### config.mk
export PLATFORM = sky130hd
export DESIGN_NAME = inversion_count_record_sort
export DESIGN_NICKNAME = d
export VERILOG_FILES = /design/src/rtl/icrs_pkg.sv /design/src/rtl/inversion_count_record_sort.sv /design/src/rtl/icrs_counter.sv /design/src/rtl/icrs_sorter.sv
export SDC_FILE = /design/constraint.sdc
export NUM_CORES = 1
export LEC_CHECK = 0
export BUFFER_PORTS_ARGS = -buffer_cell sky130_fd_sc_hd__buf_2
export CAP_MARGIN = 40
export CORE_ASPECT_RATIO = 1.2
export CORE_UTILIZATION = 25
export CTS_CLUSTER_SIZE = 28
export DETAILED_ROUTE_END_ITERATION = 10
export GPL_TIMING_DRIVEN = 1
export PLACE_DENSITY = 0.5
export RECOVER_POWER = 50
export SYNTH_ARGS = -nofsm -noshare
export SYNTH_HDL_FRONTEND = slang
export SYNTH_SLANG_ARGS = --single-unit
### constraint.sdc
create_clock -name aclk -period 2.6 [get_ports aclk]
set_clock_uncertainty 0.1 [all_clocks]
set_input_delay 0.26 -clock aclk [delete_from_list [all_inputs] [get_ports aclk]]
set_output_delay 0.26 -clock aclk [all_outputs]
set_load 0.02 [all_outputs]
### src/rtl/icrs_pkg.sv
package icrs_pkg;

    localparam int SYMBOL_W     = 8;
    localparam int COUNT_W      = 8;
    localparam int INDEX_W      = 5;
    localparam int RESULT_LIMIT = 32;

    localparam logic [COUNT_W-1:0] COUNT_SAT = {COUNT_W{1'b1}};

    typedef struct packed {
        logic                start;
        logic [SYMBOL_W-1:0] symbol;
        logic                has_symbol;
        logic                close;
    } cnt_req_t;

    typedef struct packed {
        logic               done;
        logic               rec_valid;
        logic [COUNT_W-1:0] rec_count;
    } cnt_rsp_t;

endpackage

### src/rtl/inversion_count_record_sort.sv
// Inversion-count record sort.
// Input channel (s_*): one transaction per byte of a string. has_symbol=0 lets a
// string close without a byte; end_of_string closes a string, end_of_set closes
// the current string and the set, and starts the sort.
// Result channel (m_*): one transaction per stored string in ascending order of
// inversion_total (ties in arrival order), at most 32 per set; last_result
// flags the final one. The set is then cleared.
// Per byte, one comparator walks the bytes already stored for the string,
// one per cycle, then stores the byte; items without a byte, or with a byte
// past MAX_LENGTH, skip the walk and are not stored. s_ready is low while a
// transaction is worked on.
// Sort: each result is found by a selection scan over the record memory with
// one key compare per cycle. While a result waits on m_ready the block holds it
// and takes no input. Reset (aresetn low, synchronous) empties the current
// string and the set.
module inversion_count_record_sort
    import icrs_pkg::*;
#(
    parameter int MAX_LENGTH  = 19,
    parameter int MAX_STRINGS = 32
) (
    input  logic                aclk,
    input  logic                aresetn,
    input  logic                s_valid,
    output logic                s_ready,
    input  logic [SYMBOL_W-1:0] s_symbol,
    input  logic                s_has_symbol,
    input  logic                s_end_of_string,
    input  logic                s_end_of_set,
    output logic                m_valid,
    input  logic                m_ready,
    output logic [INDEX_W-1:0]  m_string_index,
    output logic [COUNT_W-1:0]  m_inversion_total,
    output logic                m_last_result
);

    typedef enum logic [1:0] {T_IDLE, T_COUNT, T_SORT} state_t;

    state_t   state_reg, state_next;
    logic     eoset_reg, eoset_next;
    cnt_req_t req;
    cnt_rsp_t rsp;
    logic     sort_start;
    logic     sort_busy;

    assign s_ready        = (state_reg == T_IDLE);
    assign req.start      = s_valid && s_ready;
    assign req.symbol     = s_symbol;
    assign req.has_symbol = s_has_symbol;
    assign req.close      = s_end_of_string || s_end_of_set;
    assign sort_start     = (state_reg == T_COUNT) && rsp.done && eoset_reg;

    always_comb begin
        state_next = state_reg;
        eoset_next = eoset_reg;
        unique case (state_reg)
            T_IDLE: begin
                if (req.start) begin
                    eoset_next = s_end_of_set;
                    state_next = T_COUNT;
                end
            end
            T_COUNT: begin
                if (rsp.done) begin
                    state_next = eoset_reg ? T_SORT : T_IDLE;
                end
            end
            T_SORT: begin
                if (!sort_busy) begin
                    state_next = T_IDLE;
                end
            end
            default: begin
                state_next = T_IDLE;
            end
        endcase
    end

    always_ff @(posedge aclk) begin
        if (!aresetn) begin
            state_reg <= T_IDLE;
            eoset_reg <= 1'b0;
        end else begin
            state_reg <= state_next;
            eoset_reg <= eoset_next;
        end
    end

    icrs_counter #(
        .MAX_LENGTH (MAX_LENGTH)
    ) u_counter (
        .aclk    (aclk),
        .aresetn (aresetn),
        .req     (req),
        .rsp     (rsp)
    );

    icrs_sorter #(
        .MAX_STRINGS (MAX_STRINGS)
    ) u_sorter (
        .aclk              (aclk),
        .aresetn           (aresetn),
        .rec               (rsp),
        .sort_start        (sort_start),
        .busy              (sort_busy),
        .m_valid           (m_valid),
        .m_ready           (m_ready),
        .m_string_index    (m_string_index),
        .m_inversion_total (m_inversion_total),
        .m_last_result     (m_last_result)
    );

endmodule

### src/rtl/icrs_counter.sv
module icrs_counter
    import icrs_pkg::*;
#(
    parameter int MAX_LENGTH = 19
) (
    input  logic     aclk,
    input  logic     aresetn,
    input  cnt_req_t req,
    output cnt_rsp_t rsp
);

    localparam int LW = $clog2(MAX_LENGTH + 1);
    localparam int IW = $clog2(MAX_LENGTH);

    typedef enum logic [1:0] {C_IDLE, C_SCAN, C_FIN} state_t;

    state_t              state_reg, state_next;
    logic [LW-1:0]       len_reg, len_next;
    logic [LW-1:0]       ptr_reg, ptr_next;
    logic [COUNT_W-1:0]  run_reg, run_next;
    logic                rd_vld_reg, rd_vld_next;
    logic [SYMBOL_W-1:0] rd_data_reg;
    logic [SYMBOL_W-1:0] sym_reg, sym_next;
    logic                close_reg, close_next;

    logic [SYMBOL_W-1:0] mem [MAX_LENGTH];

    logic rd_en;
    logic wr_en;

    assign rd_en = (state_reg == C_SCAN) && (ptr_reg < len_reg);
    assign wr_en = (state_reg == C_SCAN) && !rd_en && !rd_vld_reg;

    always_ff @(posedge aclk) begin
        if (rd_en) begin
            rd_data_reg <= mem[ptr_reg[IW-1:0]];
        end
        if (wr_en) begin
            mem[len_reg[IW-1:0]] <= sym_reg;
        end
    end

    always_comb begin
        state_next  = state_reg;
        len_next    = len_reg;
        ptr_next    = ptr_reg;
        run_next    = run_reg;
        rd_vld_next = 1'b0;
        sym_next    = sym_reg;
        close_next  = close_reg;
        unique case (state_reg)
            C_IDLE: begin
                if (req.start) begin
                    sym_next   = req.symbol;
                    close_next = req.close;
                    ptr_next   = '0;
                    if (req.has_symbol && (len_reg < LW'(MAX_LENGTH))) begin
                        state_next = C_SCAN;
                    end else begin
                        state_next = C_FIN;
                    end
                end
            end
            C_SCAN: begin
                if (rd_en) begin
                    ptr_next    = ptr_reg + LW'(1);
                    rd_vld_next = 1'b1;
                end
                if (rd_vld_reg && (rd_data_reg > sym_reg) && (run_reg != COUNT_SAT)) begin
                    run_next = run_reg + COUNT_W'(1);
                end
                if (wr_en) begin
                    len_next   = len_reg + LW'(1);
                    state_next = C_FIN;
                end
            end
            C_FIN: begin
                if (close_reg) begin
                    len_next = '0;
                    run_next = '0;
                end
                state_next = C_IDLE;
            end
            default: begin
                state_next = C_IDLE;
            end
        endcase
    end

    always_ff @(posedge aclk) begin
        if (!aresetn) begin
            state_reg  <= C_IDLE;
            len_reg    <= '0;
            run_reg    <= '0;
            rd_vld_reg <= 1'b0;
        end else begin
            state_reg  <= state_next;
            len_reg    <= len_next;
            run_reg    <= run_next;
            rd_vld_reg <= rd_vld_next;
        end
        ptr_reg   <= ptr_next;
        sym_reg   <= sym_next;
        close_reg <= close_next;
    end

    assign rsp.done      = (state_reg == C_FIN);
    assign rsp.rec_valid = (state_reg == C_FIN) && close_reg;
    assign rsp.rec_count = run_reg;

endmodule

### src/rtl/icrs_sorter.sv
module icrs_sorter
    import icrs_pkg::*;
#(
    parameter int MAX_STRINGS = 32
) (
    input  logic               aclk,
    input  logic               aresetn,
    input  cnt_rsp_t           rec,
    input  logic               sort_start,
    output logic               busy,
    output logic               m_valid,
    input  logic               m_ready,
    output logic [INDEX_W-1:0] m_string_index,
    output logic [COUNT_W-1:0] m_inversion_total,
    output logic               m_last_result
);

    localparam int NW        = $clog2(MAX_STRINGS + 1);
    localparam int SW        = $clog2(MAX_STRINGS);
    localparam int OUT_LIMIT = (MAX_STRINGS < RESULT_LIMIT) ? MAX_STRINGS : RESULT_LIMIT;

    typedef enum logic [1:0] {S_IDLE, S_SCAN, S_OUT} state_t;

    state_t             state_reg, state_next;
    logic [NW-1:0]      loaded_reg, loaded_next;
    logic [NW-1:0]      ptr_reg, ptr_next;
    logic [NW-1:0]      out_cnt_reg, out_cnt_next;
    logic               rd_vld_reg, rd_vld_next;
    logic [SW-1:0]      rd_addr_reg, rd_addr_next;
    logic [COUNT_W-1:0] rd_data_reg;
    logic [COUNT_W-1:0] best_cnt_reg, best_cnt_next;
    logic [SW-1:0]      best_idx_reg, best_idx_next;
    logic               found_reg, found_next;
    logic [COUNT_W-1:0] prev_cnt_reg, prev_cnt_next;
    logic [SW-1:0]      prev_idx_reg, prev_idx_next;

    logic [COUNT_W-1:0] mem [MAX_STRINGS];

    logic          rd_en;
    logic          wr_en;
    logic          above_prev;
    logic          below_best;
    logic [NW-1:0] n_total;
    logic          last;

    assign rd_en = (state_reg == S_SCAN) && (ptr_reg < loaded_reg);
    assign wr_en = rec.rec_valid && (loaded_reg < NW'(MAX_STRINGS));

    always_ff @(posedge aclk) begin
        if (rd_en) begin
            rd_data_reg <= mem[ptr_reg[SW-1:0]];
        end
        if (wr_en) begin
            mem[loaded_reg[SW-1:0]] <= rec.rec_count;
        end
    end

    // stable order: ties resolved by arrival position
    assign above_prev = (out_cnt_reg == '0) ||
                        ({rd_data_reg, rd_addr_reg} > {prev_cnt_reg, prev_idx_reg});
    assign below_best = !found_reg ||
                        ({rd_data_reg, rd_addr_reg} < {best_cnt_reg, best_idx_reg});
    assign n_total    = (loaded_reg > NW'(OUT_LIMIT)) ? NW'(OUT_LIMIT) : loaded_reg;
    assign last       = ((out_cnt_reg + NW'(1)) == n_total);

    always_comb begin
        state_next    = state_reg;
        loaded_next   = loaded_reg;
        ptr_next      = ptr_reg;
        out_cnt_next  = out_cnt_reg;
        rd_vld_next   = 1'b0;
        rd_addr_next  = rd_addr_reg;
        best_cnt_next = best_cnt_reg;
        best_idx_next = best_idx_reg;
        found_next    = found_reg;
        prev_cnt_next = prev_cnt_reg;
        prev_idx_next = prev_idx_reg;
        if (wr_en) begin
            loaded_next = loaded_reg + NW'(1);
        end
        unique case (state_reg)
            S_IDLE: begin
                if (sort_start) begin
                    state_next   = S_SCAN;
                    ptr_next     = '0;
                    out_cnt_next = '0;
                    found_next   = 1'b0;
                end
            end
            S_SCAN: begin
                if (rd_en) begin
                    rd_addr_next = ptr_reg[SW-1:0];
                    ptr_next     = ptr_reg + NW'(1);
                    rd_vld_next  = 1'b1;
                end
                if (rd_vld_reg && above_prev && below_best) begin
                    best_cnt_next = rd_data_reg;
                    best_idx_next = rd_addr_reg;
                    found_next    = 1'b1;
                end
                if (!rd_en && !rd_vld_reg) begin
                    state_next = S_OUT;
                end
            end
            S_OUT: begin
                if (m_ready) begin
                    prev_cnt_next = best_cnt_reg;
                    prev_idx_next = best_idx_reg;
                    out_cnt_next  = out_cnt_reg + NW'(1);
                    found_next    = 1'b0;
                    ptr_next      = '0;
                    if (last) begin
                        loaded_next = '0;
                        state_next  = S_IDLE;
                    end else begin
                        state_next = S_SCAN;
                    end
                end
            end
            default: begin
                state_next = S_IDLE;
            end
        endcase
    end

    always_ff @(posedge aclk) begin
        if (!aresetn) begin
            state_reg  <= S_IDLE;
            loaded_reg <= '0;
            rd_vld_reg <= 1'b0;
        end else begin
            state_reg  <= state_next;
            loaded_reg <= loaded_next;
            rd_vld_reg <= rd_vld_next;
        end
        ptr_reg      <= ptr_next;
        out_cnt_reg  <= out_cnt_next;
        rd_addr_reg  <= rd_addr_next;
        best_cnt_reg <= best_cnt_next;
        best_idx_reg <= best_idx_next;
        found_reg    <= found_next;
        prev_cnt_reg <= prev_cnt_next;
        prev_idx_reg <= prev_idx_next;
    end

    assign busy              = (state_reg != S_IDLE);
    assign m_valid           = (state_reg == S_OUT);
    assign m_string_index    = INDEX_W'(best_idx_reg);
    assign m_inversion_total = best_cnt_reg;
    assign m_last_result     = last;

endmodule
# ---- After elaboration in Yosys (flattened, before gate mapping)
# Memories as Yosys holds them, arrays and structs flattened. A register that Yosys moved wholly into a read port is not among the register bits.
# Index checks and enable logic that the tools add are counted.
dict set report totals {
  register_bits 86
  mem_bits_rw 408
  input_bits 15
  output_inout_bits 16
  elab_cells 149
  n_memories 2
}
# memory words width read_ports rd_ports_with_merged_regs wr line
set memory_table {}
lappend memory_table {u_sorter.mem 32 8 1 1 1 icrs_sorter.sv:37} ;# logic [COUNT_W-1:0] mem [MAX_STRINGS];
lappend memory_table {u_counter.mem 19 8 1 1 1 icrs_counter.sv:26} ;# logic [SYMBOL_W-1:0] mem [MAX_LENGTH];
dict set report classes {
  addsub 6
  n_lt_le_gt_ge 8
  eq_ne 21
  n_mux 44
  n_reduce_logical 48
}
# op count
set op_table {}
lappend op_table {{$mux 6} 9}
lappend op_table {{$mux 2} 10}
lappend op_table {{$mux 5} 4}
lappend op_table {{$pmux 5 s2} 2}
lappend op_table {{$add 6x1->6 const B} 3}
lappend op_table {{$pmux 6 s3} 1}
lappend op_table {{$reduce_and 3->1} 6}
lappend op_table {{$mux 8} 2}
lappend op_table {{$pmux 8 s2} 1}
lappend op_table {{$reduce_and 2->1} 8}
lappend op_table {{$logic_and 1x1->1} 15}
lappend op_table {{$ne 2x2->1 const B} 7}
lappend op_table {{$gt 13x13->1} 1}
lappend op_table {{$lt 13x13->1} 1}
lappend op_table {{$ne 2x1->1 const B} 6}
lappend op_table {{$pmux 2 s3} 2}
lappend op_table {{$pmux 6 s2} 1}
lappend op_table {{$add 5x1->5 const B} 2}
lappend op_table {{$mux 1} 10}
lappend op_table {{$add 8x1->8 const B} 1}
lappend op_table {{$gt 8x8->1} 1}
lappend op_table {{$ne 8x8->1 const B} 1}
lappend op_table {{$reduce_and 4->1} 2}
lappend op_table {{$reduce_bool 2->1} 4}
lappend op_table {{other kinds (15)} 27}

# ---- Logic depth before layout (Yosys ltp)
dict set report depth {
  depth_word 7
  ltp_mapped 9
}

# ---- Hierarchy
# A second synthesis with hierarchy kept.
dict set report unflattened {
  hier_cells 1167
  area_unflattened_um2 21309.2
}
# module instances cells_per_inst area_per_inst_um2 seq_area_each_um2
set modules_own_cells {}
lappend modules_own_cells {icrs_sorter 1 692 13077.5 9429.0}
lappend modules_own_cells {icrs_counter 1 459 8077.7 5545.3}
lappend modules_own_cells {inversion_count_record_sort 1 16 153.9 60.1}

# ---- Least setup slack after synthesis
# OpenSTA, ideal clock, no wires.
dict set report synth_path {
  path_kind {register to register}
  from {register u_sorter.loaded_reg[3]}
  to {register u_sorter.ptr_reg[0], enable pin}
  setup_ns 0.304
  t_arrival_ns 2.091
  required_time_ns 2.196
  slack_ns 0.105
  stages_incl_launch_ff 8
  n_path_buf 1
  cell_sequence {dfxtp_1 -> clkbuf_1 -> inv_2 -> ha_1 -> a211o_1 -> a21oi_1 -> and2_1 -> or2_2}
}
dict set report synth_via {
  elab_chain_len 4
}
# item line
set synth_rtl {}
lappend synth_rtl {{start: declaration} icrs_sorter.sv:25} ;# logic [NW-1:0] loaded_reg, loaded_next;
lappend synth_rtl {{start signal: assignment} icrs_sorter.sv:133} ;# loaded_reg <= loaded_next;
lappend synth_rtl {{$lt 6x6->1} icrs_sorter.sv:46} ;# assign rd_en = (state_reg == S_SCAN) && (ptr_reg < loaded_reg);
lappend synth_rtl {{$logic_and 1x1->1} icrs_sorter.sv:46}
lappend synth_rtl {{net u_sorter.rd_en} icrs_sorter.sv:39} ;# logic rd_en;
lappend synth_rtl {{$ne 2x1->1 (no line)} --}
lappend synth_rtl {{$reduce_and 4->1 (no line)} --}
lappend synth_rtl {{end signal: assignment} icrs_sorter.sv:136} ;# ptr_reg <= ptr_next;
lappend synth_rtl {{end: declaration} icrs_sorter.sv:26} ;# logic [NW-1:0] ptr_reg, ptr_next;
# The timed path passes the listed nets, and every way through them passes these cells.
# A chain may end at the register's enable or synchronous reset.

# ---- Worst setup path in the final report
dict set report layout_path {
  from {register u_sorter.out_cnt_reg[0]}
  to {output m_last_result}
}
dict set report layout_via {
  elab_chain_len 2
}
# item line
set layout_rtl {}
lappend layout_rtl {{start: declaration} icrs_sorter.sv:27} ;# logic [NW-1:0] out_cnt_reg, out_cnt_next;
lappend layout_rtl {{start signal: assignment} icrs_sorter.sv:137} ;# out_cnt_reg <= out_cnt_next;
lappend layout_rtl {{$add 6x1->6} icrs_sorter.sv:64} ;# assign last = ((out_cnt_reg + NW'(1)) == n_total);
lappend layout_rtl {{$eq 6x6->1} icrs_sorter.sv:64}
lappend layout_rtl {{end: declaration} inversion_count_record_sort.sv:34} ;# output logic m_last_result
# Every way passes these cells.

==> results.json <==
{
  "initial_core_util_pct": 25.2,
  "largest_register_ff_count": 256,
  "worst_path_largest_cell_delay_ns": 0.48,
  "cts.root.buffer_cell": "sky130_fd_sc_hd__clkbuf_16",
  "ys.flop_type": "sky130_fd_sc_hd__edfxtp_1",
  "clockBufferDepth": 3,
  "crit_path_end_kind": "output port",
  "post_synth_edffs": 482,
  "worst-path-max-fanout": 4,
  "holdCritStartpoint": "s_has_symbol",
  "reg2reg_from": "u_sorter.ptr_reg[2]$_SDFFCE_PN0P_",
  "whs_ns": 0.0350,
  "synth.largest_area_cell": "sky130_fd_sc_hd__edfxtp_1",
  "max_clock_freq_ghz": 0.360,
  "util_after_layout_pct": 30.5,
  "floorplan.core_area_mm2": 0.0835,
  "ys.warnings.count": 0,
  "antenna_violating_nets_post_route": 0,
  "async_reset_ff_share_pct": 0,
  "holdPathEnd": "u_counter.state_reg[0]$_SDFFE_PN0P_",
  "wl_per_cell_um": 20.2,
  "dieWidth_um": 267,
  "tns_ns": -0.683,
  "gp_congestion": 0.769,
  "dr_total_vias": 10900,
  "synth_cell_type_count": 53,
  "yosys_register_bits": 510,
  "worstMarginPinSlew_ns": 1.62,
  "latest_clock_arrival_within_the_worst_skew_pair_ns": 0.62,
  "globalRoute.totalOverflow": 0,
  "worst_hold_path.num_cells": 3,
  "layout.filler_cells": 8176,
  "dp_hpwl_um": 33100,
  "area.growth.synth_to_final_pct": 20.8,
  "clkTransAtPathRegs_ns": 0.06,
  "critPathLaunchType": "register",
  "leakage_nw": 8.47,
  "worstReg2RegEnd": "u_sorter.rd_data_reg[7]$_DFFE_PP_",
  "ioPinCount": 31,
  "clock_sinks": 510,
  "power.density_mw_per_mm2": 727,
  "grt_setup_unrepaired": "true",
  "critical_path.cell_chain": "ha_4, xnor2_4, xnor2_1, a31oi_1, o22a_1, nor3_2, buf_4, buf_6",
  "floorplan.die.height_um": 320,
  "status": "finished with violations",
  "worst_case_setup_margin_in_the_final_layout_ns": -0.177,
  "hold_path_class": "input pin to register",
  "first_iter_violations": 725,
  "max-vdd-ir-drop_uv": 645,
  "rows": 116,
  "drc": 0,
  "cts_buffers": 56,
  "regToRegSetupSlack_ns": -0.09,
  "die_area_mm2": 0.0854,
  "route.detailed.vias_per_inst": 4.38,
  "grt_antenna_before_repair": 1,
  "violations": "max-capacitance violations, max-slew violations, negative setup slack",
  "global_route_wire_length_before_repair_um": 75100,
  "synth_nets": 1224,
  "worst_ep_arrival_time_ns": 2.42,
  "timing.max_slew.rel_slack_pct": -7.86,
  "timing.final.hold_violations": 0,
  "finalWirelength_um": 50200,
  "finalInstanceArea_mm2": 0.0254,
  "reg2reg_depth": 3,
  "synth_common_cells": "482 x sky130_fd_sc_hd__edfxtp_1, 120 x sky130_fd_sc_hd__mux4_2, 60 x sky130_fd_sc_hd__nor2_1",
  "placed_area_mm2": 0.0233,
  "synth_area_mm2": 0.0211,
  "timing.max_cap.violations": 6,
  "synthMostInstantiatedCell": "sky130_fd_sc_hd__edfxtp_1",
  "global_route.usage.total_pct": 11.9,
  "vias_in_the_first_global_route": 11500,
  "path_class": "register to output port",
  "drt_first_pass_iters": 4,
  "finalCritPeriodShare_pct": 107,
  "slowest_stage": "sky130_fd_sc_hd__edfxtp_1",
  "synthTopCellsByArea": "sky130_fd_sc_hd__edfxtp_1 69%, sky130_fd_sc_hd__mux4_2 13%, sky130_fd_sc_hd__ha_1 3.4%, sky130_fd_sc_hd__dfxtp_1 2.7%, sky130_fd_sc_hd__nor2_1 1.1%",
  "worst_ep_required_time_ns": 2.24,
  "final-setup-viol-count": 10,
  "syn-instance-count": 1151,
  "grt_max_degree": 51,
  "avgSynthCellArea_um2": 18.3,
  "io_buffer_count": 30,
  "finish.net_count": 1392,
  "finalPower_mw": 18.5,
  "timing.final.crit_period_ns": 2.78,
  "drive_above_1_share_pct": 27.3,
  "area_share_of_the_leading_cell_type_in_the_synthesized_netlist_pct": 68.7,
  "final_max_slew_viol_count": 127,
  "cts_tree": "done",
  "proportion_of_synthesized_chip_area_in_sequential_cells_pct": 71.4,
  "htree_levels": 2
}
==> final cells by class <==
type / count / area (um^2) / area share [%]
Clock buffer: 72 / 1540 / 6.06
Clock inverter: 32 / 335 / 1.32
Sequential cell: 510 / 15000 / 59.1
Inverter: 59 / 221 / 0.870
Multi-Input combinational cell: 536 / 5700 / 22.4
Tap cell: 1121 / 1400 / 5.51
Timing Repair Buffer: 156 / 1210 / 4.75
Antenna cell: 1 / 2.50 / 0.00983
==> critical path, delay by kind of cell, from the launching register on <==
kind | cells | cell delay (ns)
simple gates | 1 | 0.15
flops | 1 | 0.48
xor+xnor | 2 | 0.34
fa+ha+maj | 1 | 0.24
buf+inv | 2 | 0.27
compound gates | 2 | 0.33
==> power breakdown <==
group	switching [mW]	total, mW	internal (mW)
sequential	0.0601	9.16	9.10
clock	3.27	7.96	4.69
combinational	0.781	1.39	0.612
==> worst max path at each step <==
stage | cells past startpoint | start | to | slack (ns)
global placement | 8 | u_sorter.out_cnt_reg[0]$_SDFFCE_PN0P_ | m_last_result | 0.07
global route | 8 | u_sorter.out_cnt_reg[0]$_SDFFCE_PN0P_ | m_last_result | -0.31
floorplan | 7 | u_sorter.loaded_reg[3]$_SDFF_PN0_ | u_sorter.ptr_reg[0]$_SDFFCE_PN0P_ | 0.11
CTS | 8 | u_sorter.out_cnt_reg[0]$_SDFFCE_PN0P_ | m_last_result | -0.31
detailed placement | 8 | u_sorter.out_cnt_reg[0]$_SDFFCE_PN0P_ | m_last_result | 0.06
finish | 8 | u_sorter.out_cnt_reg[0]$_SDFFCE_PN0P_ | m_last_result | -0.18
==> metrics by stage <==
| step | cells | setup WS (ns) |
|---|---|---|
| after global placement | 2362 | 0.0679 |
| final | 2487 | -0.177 |
| after CTS | 2485 | -0.311 |
| after global routing | 2487 | -0.311 |
| after floorplan | 1151 | 0.105 |
| after detailed placement | 2362 | 0.0561 |
==> routing by layer <==
| layer | part of all wire, % | global-route usage (%) | vias to the layer above |
|---|---|---|---|
| li1 | - | - | 4945 |
| met1 | 41 | 14.3 | 5635 |
| met2 | 52 | 21.1 | 218 |
| met3 | 4.0 | 1.96 | 89 |
| met4 | 3.2 | 4.38 | 0 |
| met5 | 0 | 0 | - |
==> kinds of logic (layout without fill, tap and decap cells) <==
logic type / Yosys count / after routing / synth area share, %
AND/OR/NAND/NOR: 213 / 213 / 4.90
other: 0 / 1 / 0
multiplexers: 151 / 151 / 14.4
flip-flops: 510 / 510 / 71.4
AO/OA/AOI/OAI: 97 / 97 / 3.04
buffers and inverters: 105 / 319 / 2.07
XOR/XNOR: 17 / 17 / 0.772
adder cells (fa/ha/maj): 58 / 58 / 3.45
==> repair_timing <==
action                                 CTS  global route
hold buffers                            16             0
setup endpoints to repair                1            57
pin swaps                                5             3
setup buffers                            3             1
resized for setup                       11            12
endpoints found under the hold margin   20             0
==> cell usage in the layout, fill, tap and decap left out, types with 6 or more instances in the layout <==
cell	synthesis	routed
sky130_fd_sc_hd__o21ai_0	23	23
sky130_fd_sc_hd__mux4_2	120	120
sky130_fd_sc_hd__buf_12	0	11
sky130_fd_sc_hd__edfxtp_1	482	482
sky130_fd_sc_hd__a31oi_1	7	7
sky130_fd_sc_hd__mux2i_1	15	15
sky130_fd_sc_hd__mux2_2	16	16
sky130_fd_sc_hd__dfxtp_1	28	28
sky130_fd_sc_hd__nand3_1	23	23
sky130_fd_sc_hd__dlygate4sd3_1	0	16
sky130_fd_sc_hd__clkbuf_16	0	57
sky130_fd_sc_hd__nor2_1	60	60
sky130_fd_sc_hd__ha_1	58	56
sky130_fd_sc_hd__clkinv_1	0	8
sky130_fd_sc_hd__and3_2	0	6
sky130_fd_sc_hd__buf_4	0	81
sky130_fd_sc_hd__a21oi_1	21	19
sky130_fd_sc_hd__and3_1	33	27
sky130_fd_sc_hd__xnor2_1	9	7
sky130_fd_sc_hd__and2_1	6	6
sky130_fd_sc_hd__xor2_1	7	6
sky130_fd_sc_hd__nor3_1	17	16
sky130_fd_sc_hd__inv_1	58	57
sky130_fd_sc_hd__clkbuf_1	25	30
sky130_fd_sc_hd__nand2_1	46	46
sky130_fd_sc_hd__buf_2	9	26
sky130_fd_sc_hd__clkinv_2	0	10
sky130_fd_sc_hd__clkbuf_8	0	6
Power figures use the tool's default switching activity.
